**src/sv/fcim_pkg.sv**
```systemverilog
// fcim_pkg: shared widths, request tags and structs for the fine/coarse index mapper
// no dependencies; imported by every module of the block
`default_nettype none

package fcim_pkg;

  localparam int IW      = 16;  // index width
  localparam int OW      = 32;  // result width
  localparam int RegIdxW = 2;   // config register index width

  localparam logic [RegIdxW-1:0] REG_SCALE_ONE = RegIdxW'(0);
  localparam logic [RegIdxW-1:0] REG_SCALE_TWO = RegIdxW'(1);

  typedef enum logic [1:0] {
    OP_DOWN,
    OP_UP,
    OP_CFG
  } op_t;

  // partial remainder, dividend/quotient shift register and divisor of one divide cell
  typedef struct packed {
    logic [IW-1:0] r;
    logic [IW-1:0] q;
    logic [IW-1:0] dvs;
  } dstep_t;

  // side band that rides along the divide chain
  typedef struct packed {
    logic            vld;
    op_t             op;
    logic            zero;
    logic [IW:0]     base;
    logic [IW-1:0]   lim;
    logic [2*IW-1:0] prod;
    logic [IW-1:0]   mn;
  } tag_t;

  // derived scale state
  typedef struct packed {
    logic          one_fine;
    logic [IW-1:0] short_step;
    logic [IW-1:0] long_step;
    logic [IW-1:0] rem_count;
    logic [IW:0]   split_point;
    logic [IW-1:0] up_quotient;
  } derived_t;

  // divide request from the config sequencer
  typedef struct packed {
    logic          vld;
    logic [IW-1:0] dividend;
    logic [IW-1:0] divisor;
  } issue_t;

endpackage

`default_nettype wire

```
**src/sv/fine_coarse_index_mapper_top.sv**
```systemverilog
// fine_coarse_index_mapper_top: front stage, divide chain and result stage
// depends on fcim_pkg, fcim_config and fcim_div_chain
//
// Maps an index between the scales 0..scale_one_max and 0..scale_two_max.
// Configuration: cfg_valid/cfg_ready write channel, cfg_index 0 selects
// scale_one_max and 1 scale_two_max; other indexes are ignored. Each write
// starts a derivation of the step widths that runs the quotient and
// remainder through the divide chain and then forms the split point;
// busy is high and cfg_ready low meanwhile; when the smaller maximum is
// zero, the divide chain is skipped and all derived values are set to zero.
// Requests: start with command and index_in is taken when busy is low.
// command 0 maps scale one to two, 1 maps scale two to one.
// A new request may be taken in every cycle. Each result passes the
// entry register, the one-bit-per-cell restoring divide chain and the
// result register.
// done is high for one cycle with index_out; the receiver cannot stall.
// Reset clears both maxima and all derived state, so every map gives 0.
`default_nettype none

module fine_coarse_index_mapper_top
  import fcim_pkg::*;
(
  input  wire logic               clk,
  input  wire logic               rst,
  input  wire logic               start,
  output logic                    busy,
  input  wire logic               command,
  input  wire logic [IW-1:0]      index_in,
  output logic                    done,
  output logic [OW-1:0]           index_out,
  input  wire logic               cfg_valid,
  output logic                    cfg_ready,
  input  wire logic [RegIdxW-1:0] cfg_index,
  input  wire logic [IW-1:0]      cfg_data
);

  derived_t        derived;
  issue_t          issue;
  dstep_t          front_div;
  tag_t            front_tag;
  dstep_t          chain_div;
  tag_t            chain_tag;
  logic            deriving;
  logic            accept;
  logic            down;
  logic            below_split;
  logic [IW-1:0]   dividend;
  logic [IW-1:0]   divisor;
  logic [2*IW-1:0] prod;
  logic            round_up;
  logic [OW-1:0]   down_res;
  logic [OW-1:0]   up_res;

  assign busy   = deriving;
  assign accept = start && !busy;

  fcim_config u_config (
    .clk       (clk),
    .rst       (rst),
    .cfg_valid (cfg_valid),
    .cfg_ready (cfg_ready),
    .cfg_index (cfg_index),
    .cfg_data  (cfg_data),
    .chain_div (chain_div),
    .chain_tag (chain_tag),
    .issue     (issue),
    .derived   (derived),
    .deriving  (deriving)
  );

  // front: pick direction, segment and divisor
  always_comb begin
    down        = command ? !derived.one_fine : derived.one_fine;
    below_split = {1'b0, index_in} <= derived.split_point;
    dividend    = below_split ? index_in : index_in - derived.split_point[IW-1:0];
    divisor     = below_split ? derived.long_step : derived.short_step;
    prod        = (2*IW)'(index_in) * (2*IW)'(derived.up_quotient);
  end

  always_ff @(posedge clk) begin
    if (rst) begin
      front_tag.vld <= 1'b0;
    end else begin
      front_tag.vld <= accept || issue.vld;
    end
    if (accept) begin
      front_div.r   <= '0;
      front_div.q   <= dividend;
      front_div.dvs <= divisor;
      front_tag.op  <= down ? OP_DOWN : OP_UP;
      front_tag.zero <= (derived.short_step == '0);
      front_tag.base <= below_split ? '0 : {1'b0, derived.rem_count};
      front_tag.lim  <= divisor >> 1;
      front_tag.prod <= prod;
      front_tag.mn   <= (index_in >= derived.rem_count) ? derived.rem_count : index_in;
    end else begin
      front_div.r    <= '0;
      front_div.q    <= issue.dividend;
      front_div.dvs  <= issue.divisor;
      front_tag.op   <= OP_CFG;
      front_tag.zero <= 1'b0;
      front_tag.base <= '0;
      front_tag.lim  <= '0;
      front_tag.prod <= '0;
      front_tag.mn   <= '0;
    end
  end

  fcim_div_chain u_chain (
    .clk     (clk),
    .rst     (rst),
    .div_in  (front_div),
    .tag_in  (front_tag),
    .div_out (chain_div),
    .tag_out (chain_tag)
  );

  // result: round on the leftover, or finish the upward map
  always_comb begin
    round_up = chain_div.r > chain_tag.lim;
    down_res = OW'(chain_tag.base) + OW'(chain_div.q) + OW'(round_up);
    up_res   = OW'(chain_tag.prod) + OW'(chain_tag.mn);
  end

  always_ff @(posedge clk) begin
    if (chain_tag.op == OP_UP) begin
      index_out <= up_res;
    end else if (chain_tag.zero) begin
      index_out <= '0;
    end else begin
      index_out <= down_res;
    end
  end

  always_ff @(posedge clk) begin
    if (rst) begin
      done <= 1'b0;
    end else begin
      done <= chain_tag.vld && (chain_tag.op != OP_CFG);
    end
  end

endmodule

`default_nettype wire

```
**src/sv/fcim_div_cell.sv**
```systemverilog
// fcim_div_cell: one restoring divide step, registered, with its side band
// depends on fcim_pkg
`default_nettype none

module fcim_div_cell
  import fcim_pkg::*;
(
  input  wire logic   clk,
  input  wire logic   rst,
  input  wire dstep_t div_in,
  input  wire tag_t   tag_in,
  output dstep_t      div_out,
  output tag_t        tag_out
);

  logic [IW:0]   trial;
  logic [IW:0]   diff;
  logic          ge;
  dstep_t        div_next;

  always_comb begin
    trial         = {div_in.r, div_in.q[IW-1]};
    diff          = trial - {1'b0, div_in.dvs};
    ge            = trial >= {1'b0, div_in.dvs};
    div_next.r    = ge ? diff[IW-1:0] : trial[IW-1:0];
    div_next.q    = {div_in.q[IW-2:0], ge};
    div_next.dvs  = div_in.dvs;
  end

  always_ff @(posedge clk) begin
    div_out <= div_next;
  end

  always_ff @(posedge clk) begin
    if (rst) begin
      tag_out.vld <= 1'b0;
    end else begin
      tag_out <= tag_in;
    end
  end

endmodule

`default_nettype wire

```
**src/sv/fcim_div_chain.sv**
```systemverilog
// fcim_div_chain: row of IW divide cells, one quotient bit per cell
// depends on fcim_pkg and fcim_div_cell
`default_nettype none

module fcim_div_chain
  import fcim_pkg::*;
(
  input  wire logic   clk,
  input  wire logic   rst,
  input  wire dstep_t div_in,
  input  wire tag_t   tag_in,
  output dstep_t      div_out,
  output tag_t        tag_out
);

  dstep_t div_link [IW+1];
  tag_t   tag_link [IW+1];

  assign div_link[0] = div_in;
  assign tag_link[0] = tag_in;

  for (genvar k = 0; k < IW; k++) begin : g_cell
    fcim_div_cell u_cell (
      .clk     (clk),
      .rst     (rst),
      .div_in  (div_link[k]),
      .tag_in  (tag_link[k]),
      .div_out (div_link[k+1]),
      .tag_out (tag_link[k+1])
    );
  end

  assign div_out = div_link[IW];
  assign tag_out = tag_link[IW];

endmodule

`default_nettype wire

```
**src/sv/fcim_config.sv**
```systemverilog
// fcim_config: scale registers and the sequencer that derives step widths
// depends on fcim_pkg; borrows the divide chain through the issue request
`default_nettype none

module fcim_config
  import fcim_pkg::*;
(
  input  wire logic               clk,
  input  wire logic               rst,
  input  wire logic               cfg_valid,
  output logic                    cfg_ready,
  input  wire logic [RegIdxW-1:0] cfg_index,
  input  wire logic [IW-1:0]      cfg_data,
  input  wire dstep_t             chain_div,
  input  wire tag_t               chain_tag,
  output issue_t                  issue,
  output derived_t                derived,
  output logic                    deriving
);

  typedef enum logic [1:0] {
    S_IDLE,
    S_ISSUE,
    S_WAIT,
    S_SPLIT
  } state_t;

  state_t          state;
  logic [IW-1:0]   scale_one;
  logic [IW-1:0]   scale_two;
  logic [IW-1:0]   fine;
  logic [IW-1:0]   coarse;
  logic [IW-1:0]   short_step;
  logic [IW-1:0]   long_step;
  logic [IW-1:0]   rem_count;
  logic [IW:0]     split_point;
  logic [IW-1:0]   up_quotient;
  logic [2*IW-1:0] split_full;
  logic            one_fine;

  // equal maxima count as scale two being fine
  assign one_fine   = scale_one > scale_two;
  assign fine       = one_fine ? scale_one : scale_two;
  assign coarse     = one_fine ? scale_two : scale_one;
  assign split_full = (2*IW)'(rem_count) * (2*IW)'(long_step);

  assign cfg_ready      = (state == S_IDLE);
  assign deriving       = (state != S_IDLE);
  assign issue.vld      = (state == S_ISSUE) && (coarse != '0);
  assign issue.dividend = fine;
  assign issue.divisor  = coarse;

  assign derived.one_fine    = one_fine;
  assign derived.short_step  = short_step;
  assign derived.long_step   = long_step;
  assign derived.rem_count   = rem_count;
  assign derived.split_point = split_point;
  assign derived.up_quotient = up_quotient;

  always_ff @(posedge clk) begin
    if (rst) begin
      state       <= S_IDLE;
      scale_one   <= '0;
      scale_two   <= '0;
      short_step  <= '0;
      long_step   <= '0;
      rem_count   <= '0;
      split_point <= '0;
      up_quotient <= '0;
    end else begin
      unique case (state)
        S_IDLE: begin
          if (cfg_valid) begin
            unique case (cfg_index)
              REG_SCALE_ONE: begin
                scale_one <= cfg_data;
                state     <= S_ISSUE;
              end
              REG_SCALE_TWO: begin
                scale_two <= cfg_data;
                state     <= S_ISSUE;
              end
              default: ;
            endcase
          end
        end
        S_ISSUE: begin
          if (coarse == '0) begin
            // zero coarse scale: everything derived is zero
            short_step  <= '0;
            long_step   <= '0;
            rem_count   <= '0;
            split_point <= '0;
            up_quotient <= '0;
            state       <= S_IDLE;
          end else begin
            state <= S_WAIT;
          end
        end
        S_WAIT: begin
          if (chain_tag.vld && (chain_tag.op == OP_CFG)) begin
            short_step  <= chain_div.q;
            up_quotient <= chain_div.q;
            rem_count   <= chain_div.r;
            long_step   <= chain_div.q + {{(IW-1){1'b0}}, (chain_div.r != '0)};
            state       <= S_SPLIT;
          end
        end
        S_SPLIT: begin
          split_point <= split_full[IW:0];
          state       <= S_IDLE;
        end
        default: state <= S_IDLE;
      endcase
    end
  end

endmodule

`default_nettype wire
```
**config.mk**
```make
export PLATFORM = sky130hd
export DESIGN_NAME = fine_coarse_index_mapper_top
export DESIGN_NICKNAME = d
export VERILOG_FILES = /design/src/sv/fcim_pkg.sv /design/src/sv/fine_coarse_index_mapper_top.sv /design/src/sv/fcim_div_cell.sv /design/src/sv/fcim_div_chain.sv /design/src/sv/fcim_config.sv
export SDC_FILE = /design/constraint.sdc
export NUM_CORES = 2
export LEC_CHECK = 0
export BUFFER_PORTS_ARGS = -buffer_cell sky130_fd_sc_hd__buf_2
export CAP_MARGIN = 20
export CELL_PAD_IN_SITES_DETAIL_PLACEMENT = 0
export CELL_PAD_IN_SITES_GLOBAL_PLACEMENT = 1
export CORE_ASPECT_RATIO = 2
export CORE_MARGIN = 10
export CORE_UTILIZATION = 45
export DETAILED_ROUTE_END_ITERATION = 7
export HOLD_SLACK_MARGIN = 0.1
export PLACE_DENSITY = 0.75
export SYNTH_ARGS = -nofsm -noshare
export SYNTH_HDL_FRONTEND = slang
export SYNTH_SLANG_ARGS = --single-unit
```
**constraint.sdc**
```tcl
create_clock -name clk -period 34.6 [get_ports clk]
set_input_delay 6.92 -clock clk [delete_from_list [all_inputs] [get_ports clk]]
set_output_delay 6.92 -clock clk [all_outputs]
set_load 0.03 [all_outputs]
```
# Word level (Yosys, flattened, before mapping)

Index checks and enable logic that the tools add are counted.

Register bits: 2361
Memories: 0
Latch bits: 0
Output and inout bits: 35
Bits in read-only memories: 0
Memory bits (writable): 0

Reductions and logical operators: 23
Mux-type cells: 40
Multipliers: 2
Divide/modulo/power cells: 0
Add/subtract/negate cells: 21
Bitwise gates (word level): 1
Magnitude comparators: 20
Shift-type cells: 0
Equality and inequality tests: 11

Operators with widths:

| cell                                                           | number |
|---|---|
| 16-bit two-way mux                                             | 25 |
| 16-bit subtractor                                              | 17 |
| 17-bit by 16-bit greater-or-equal comparator with 1-bit output | 15 |
| 16-bit case mux with 2 select lines                            | 3 |
| 32-bit two-way mux                                             | 2 |
| 17-bit case mux with 2 select lines                            | 1 |
| 32-bit by 16-bit adder with 32-bit output                      | 1 |
| 16-bit greater-than comparator                                 | 2 |
| 16-bit logical NOT                                             | 2 |
| 16-bit by 16-bit multiplier with 32-bit output                 | 1 |
| 16-bit nonzero test                                            | 2 |
| 18-bit by 1-bit adder with 19-bit output                       | 1 |
| 19-bit two-way mux                                             | 1 |
| 17-bit by 16-bit adder with 18-bit output                      | 1 |
| 16-bit by 17-bit <= comparator with 1-bit output               | 1 |
| 16-bit by 16-bit multiplier with 17-bit output                 | 1 |
| 17-bit two-way mux                                             | 1 |
| 16-bit by 1-bit adder with 16-bit output                       | 1 |
| 1-bit by 16-bit greater-or-equal comparator with 1-bit output  | 1 |
| 16-bit greater-or-equal comparator                             | 1 |
| 3-bit AND reduction                                            | 4 |
| 2-bit two-way mux                                              | 4 |
| 2-bit inequality test (second input constant)                  | 4 |
| 2-bit case mux with 4 select lines                             | 1 |
| other kinds (12)                                               | 25 |

# Depth between registers and ports, before layout

Depth in word-level cells: 5
Mapped depth: 24

# By module

Synthesis repeated with hierarchy kept, for this count alone.

Cell total of the unflattened synthesis: 7688
Area total of the unflattened synthesis: 101438.5 sq um

By module, submodules not included:

| module                                        | times used | cells an instance | area each (sq um) |
|---|---|---|---|
| fcim_div_cell (u_chain.g_cell[11].u_cell ...) | 12         | 292               | 4743.3 |
| fine_coarse_index_mapper_top                  | 1          | 1918              | 16427.0 |
| fcim_config                                   | 1          | 1097              | 9331.4 |
| fcim_div_cell (u_chain.g_cell[8].u_cell)      | 1          | 294               | 4732.0 |
| fcim_div_cell (u_chain.g_cell[9].u_cell)      | 1          | 287               | 4689.5 |
| fcim_div_cell (u_chain.g_cell[0].u_cell)      | 1          | 293               | 4672.0 |
| fcim_div_cell (u_chain.g_cell[10].u_cell)     | 1          | 295               | 4667.0 |

# Least setup slack after synthesis

OpenSTA, ideal clock, no wires.

Kind: input to register
Start: input port rst
End: register u_config.state[0]
Required time: 34423 ps
Stages on the path: 3
Arrival: 35702 ps
Path slack: -1279 ps
Cells stage by stage: clkbuf_1 -> inv_1 -> o221a_2

RTL lines:

| element              | RTL line                           | text |
|---|---|---|
| start, declared      | fine_coarse_index_mapper_top.sv:24 | `input wire logic rst,` |
| end signal, assigned | fcim_config.sv:62                  | `state <= S_IDLE;` |
| end signal, assigned | fcim_config.sv:77                  | `state <= S_ISSUE;` |
| end signal, assigned | fcim_config.sv:81                  | `state <= S_ISSUE;` |
| end, declared        | fcim_config.sv:28                  | `state_t state;` |

No word-level cell between the ends.

# Worst setup path in the final report

Start: input port index_in[7]
End: register front_tag[46] (netlist name)

Longest elaborated chain between the ends: 1

RTL lines:

| element                                        | RTL line                           | text |
|---|---|---|
| start, declared                                | fine_coarse_index_mapper_top.sv:28 | `input wire logic [IW-1:0] index_in,` |
| 16-bit by 16-bit multiplier with 32-bit output | fine_coarse_index_mapper_top.sv:77 | `prod = (2*IW)'(index_in) * (2*IW)'(derived.up_quotient);` |
| end, declared                                  | fine_coarse_index_mapper_top.sv:40 | `tag_t front_tag;` |

No other way between the ends.
A chain may end at the register's enable or synchronous reset.

==> impl_results.md <==
- Remaining antenna violation count: 0
- Post-synth top area share: around two fifths
- Endpoint type of the worst setup path: register
- FF-to-FF Start: u_config.short_step[7]
- Gate count after technology mapping: between 7000 and 8000
- Global-route total usage across every layer: between 15 and 20%
- Total congestion overflow: 0
- Synthesized area: roughly 96000 um2
- Vias/cell: around 5.2
- Length of the first detailed-routing pass in iterations: 6
- Hold Worst Slack: roughly 280 ps
- Startpoint class of the critical path: primary input
- Part of the Yosys area used for sequential elements: a little over 60%
- Final net count: 8245
- Clock tree from TritonCTS: done
- Synthesized netlist net count: 8116
- Part of the cycle the worst path needs: 35.6%
- Cell types with the largest area share after synthesis: sky130_fd_sc_hd__edfxtp_1 (41%), sky130_fd_sc_hd__dfxtp_1 (21%), sky130_fd_sc_hd__ha_1 (6.5%)
- CTS resizes: 0
- Maximum fanout count along the critical path: 20
- Cell accounting for the most synthesized area: sky130_fd_sc_hd__edfxtp_1
- CTS Buf Count: between 150 and 200
- Cell area power density: 75.1 nW/um2
- Most frequently used flop master after synthesis: sky130_fd_sc_hd__edfxtp_1
- Multi-input gate area: 32300 um2
- Setup repair after global routing missed its margin: no
- Port Buffers: 73
- Clk Latency, worst-skew pair: 850 ps
- Setup-failing EPs final: 0
- Boundary pin count: between 70 and 80
- Number of buffers inserted by hold repair at cts: 0
- WL/cell: about 19 um
- Via count of the first global-routing pass: 55796
- DRC violation total after the first TritonRoute iteration: between 3000 and 4000
- Leak: 41.7 nW
- Final count of pins violating max slew: 0
- Worst Setup Path Type: in -> reg
- Share of layout cells above drive strength 1: 6.83%
- Maximum clock skew at final layout: 84.8 ps
- Slew HR: a little under a quarter
- Number of antenna violations at the first check in global routing: 7
- Async S/R FF share, synth: 0%
- Maximum clock rate: 81.2 MHz
- Largest net degree at the start of global routing: between 200 and 250
- CTS Root Cell: sky130_fd_sc_hd__clkbuf_16
- Time the final worst path needs with I/O delays and setup: ~12000 ps
- Number of standard-cell rows in the floorplan: approximately 240
- Clock-pin slew of the registers on the worst-case setup and hold paths: approximately 70 ps
- Critical path cell sequence: buf_2, nand2_1, fa_1, inv_1, fa_1, fa_1, fa_1, fa_1, inv_1, fa_1, inv_1, ha_1, a21o_1, a21o_1, a2111oi_0, o31a_1, a2bb2oi_1, and3_1, nor3_1, o21a_1
- Cell repeated most along the worst path: sky130_fd_sc_hd__fa_1
- Register-to-register path setup slack: between 20000 and 30000 ps
- Number of flops mapped to enable cells by yosys: about 1300
- Number of failing hold endpoints at the final stage: 0
- Slowest cell delay on critical path: a little under 600 ps
- Die Span Y: between 600 and 700 um
- Setup Fix Bufs, Post-CTS: 0
- Sum Neg Setup Slack: 0 ps
- DR vias: ~53000
- Clock H-tree levels: 4
- Result of the run: complete, no violations
- Number of DRC violations after detailed routing: 0
- Class of the tightest hold or removal check: reg -> reg
- Transition time at the pin with the least slew margin: between 1000 and 1500 ps
- FF-to-FF path depth: 22
- Min-Delay Endpoint: u_chain.g_cell[11].u_cell.div_out[25]
- Worst Hold Depth: 0
- Yosys reg bits: about 2300
- Starting utilization of the core area: a little under half
- Required @ worst endpoint: about 35000 ps
- Floorplan core area: 212000 um2
- Overall power consumption: about 8 mW
- Flip-flop and latch area: roughly 60000 um2
- R2r endpoint: front_tag[45]
- Last weighted congestion value of the routability-driven placer: 0.902
- Wire length of the first global-routing pass: between 300 and 400 mm
- Average footprint of a synthesized cell: roughly 13 um2
- Beginning of the worst hold path: u_chain.g_cell[10].u_cell.div_out[24]
- TritonCTS sink count: approximately 2300
- Syn. warnings: 0
- Number of fill cells in the layout: about 18000
- Peak supply drop: 0.0000403 V
- Horizontal die dimension: about 350 um
- Total length of routed wires: roughly 200 mm
- Number of distinct standard cells referenced by the synthesized netlist: 90
- Endpoint arrival time on the critical path: 13050 ps
- Max Cap Viol: 0
- Standard cell with the maximum stage delay on the critical path: sky130_fd_sc_hd__fa_1
- Maximum count of clock buffers along a single path: 4
- Floorplan die area: around 230000 um2
- Placed wire-length estimate after detailed placement: 144 mm
- Area grow syn2layout: 10.4%
area by class of cell:
| type | instances | area share, % |
|---|---|---|
| antenna | 3 | 0.00710 |
| tap | 2771 | 3.28 |
| inverter | 814 | 2.89 |
| clock inverter | 104 | 1.07 |
| clock buffer | 237 | 4.91 |
| timing repair buffer | 132 | 0.888 |
| multi-input combinational | 3936 | 30.5 |
| sequential | 2327 | 56.5 |
worst max-delay path by stage:
stage | depth (start not counted) | startpoint | endpoint
finish | 20 | index_in[7] | front_tag[46]
global route | 20 | index_in[7] | front_tag[46]
CTS | 20 | index_in[8] | front_tag[46]
detailed placement | 20 | index_in[8] | front_tag[46]
global placement | 20 | index_in[8] | front_tag[46]
floorplan | 2 | rst | u_chain.g_cell[0].u_cell.tag_out[0]
metrics by stage:
step / utilization [%] / instances / setup WS [ps] / instance area, um2
6_report: 49.9 / 10324 / 22290 / 106000
5_1_grt: 49.9 / 10322 / 22020 / 106000
4_1_cts: 49.8 / 10317 / 22320 / 106000
3_5_place_dp: 46.9 / 9976 / 21390 / 99400
3_3_place_gp: 46.8 / 9973 / 21410 / 99300
2_1_floorplan: - / 7274 / 7050 / 95800
layout by cell type (no fill, tap or decap), types with 81 or more instances in the layout:
cell type / n
sky130_fd_sc_hd__nand2_1: 485
sky130_fd_sc_hd__inv_1: 804
sky130_fd_sc_hd__xnor2_1: 190
sky130_fd_sc_hd__nor3_1: 109
sky130_fd_sc_hd__nand4_1: 118
sky130_fd_sc_hd__o21ai_0: 108
sky130_fd_sc_hd__nand3_1: 93
sky130_fd_sc_hd__o21a_1: 88
sky130_fd_sc_hd__and2_1: 193
sky130_fd_sc_hd__dfxtp_1: 1015
sky130_fd_sc_hd__clkbuf_16: 196
sky130_fd_sc_hd__a21oi_1: 306
sky130_fd_sc_hd__a21o_1: 81
sky130_fd_sc_hd__ha_1: 495
sky130_fd_sc_hd__mux2_1: 159
sky130_fd_sc_hd__nor2_1: 277
sky130_fd_sc_hd__edfxtp_1: 1312
sky130_fd_sc_hd__nor2b_1: 105
sky130_fd_sc_hd__fa_1: 307
flip-flops by register name (all words and copies together), names as in the netlist, 17 cells and up, named ones only:
signal	count
u_chain.g_cell.u_cell.div_out	752
u_chain.g_cell.u_cell.tag_out	1328
u_config.split_point	17
front_div	32
index_out	32
front_tag	83
report_power, final:
group / internal, mW / leakage (nW) / switching [mW]
combinational: 0.966 / 17.3 / 1.27
clock: 1.21 / 3.06 / 0.951
sequential: 3.34 / 21.4 / 0.210
total: 5.51 / 41.7 / 2.43
per-layer routing:
| metal | track usage [%] | share of wire, % |
|---|---|---|
| met3 | 2.01 | 3.5 |
| met5 | 0 | 0.0065 |
| met1 | 17.1 | 36 |
| met4 | 11.9 | 7.9 |
| met2 | 31.8 | 53 |
kinds of logic (layout without fill, tap and decap cells):
kind of cell	count (synthesis)	count (layout)	synth area share, %
xor+xnor	243	243	2.22
flops	2327	2327	62.3
fa+ha+maj	803	803	12.9
compound gates	1058	1058	7.52
other cells	0	3	0
mux	241	241	2.76
buf+inv	1011	1287	4.08
simple gates	1591	1591	8.22
cell usage after synthesis, types with 9 or more instances:
library cell	instances
sky130_fd_sc_hd__nor2b_1	106
sky130_fd_sc_hd__o211ai_1	27
sky130_fd_sc_hd__edfxtp_1	1312
sky130_fd_sc_hd__o41ai_1	22
sky130_fd_sc_hd__nand2b_1	34
sky130_fd_sc_hd__inv_1	806
sky130_fd_sc_hd__a21boi_1	10
sky130_fd_sc_hd__or2_2	14
sky130_fd_sc_hd__nor4_1	52
sky130_fd_sc_hd__a21boi_0	15
sky130_fd_sc_hd__xnor2_1	190
sky130_fd_sc_hd__and2_1	194
sky130_fd_sc_hd__o31ai_1	17
sky130_fd_sc_hd__and3_1	33
sky130_fd_sc_hd__a21oi_1	306
sky130_fd_sc_hd__a31oi_1	50
sky130_fd_sc_hd__ha_1	496
sky130_fd_sc_hd__nand2_1	485
sky130_fd_sc_hd__nand4_1	118
sky130_fd_sc_hd__a21o_1	81
sky130_fd_sc_hd__o31a_1	30
sky130_fd_sc_hd__dfxtp_1	1015
sky130_fd_sc_hd__a211oi_1	77
sky130_fd_sc_hd__or3_1	33
sky130_fd_sc_hd__xor2_1	53
sky130_fd_sc_hd__nand3_1	93
sky130_fd_sc_hd__o21a_1	88
sky130_fd_sc_hd__buf_2	25
sky130_fd_sc_hd__o21ai_0	108
sky130_fd_sc_hd__o21ai_1	70
sky130_fd_sc_hd__nor3_1	109
sky130_fd_sc_hd__o21bai_1	9
sky130_fd_sc_hd__nor2_1	277
sky130_fd_sc_hd__o41ai_2	12
sky130_fd_sc_hd__mux2_2	12
sky130_fd_sc_hd__o22ai_1	16
sky130_fd_sc_hd__fa_1	307
sky130_fd_sc_hd__mux2_1	159
sky130_fd_sc_hd__clkbuf_1	152
sky130_fd_sc_hd__mux2i_1	66
worst max-delay path: cells and delay by family:
family / cells / cell delay (ps)
and+or+nand+nor: 3 / 420
buffers and inverters: 4 / 680
adders and majority gates: 7 / 3600
AOI/OAI and AO/OA: 6 / 1420
No activity file was read; power rests on OpenSTA's default activity.
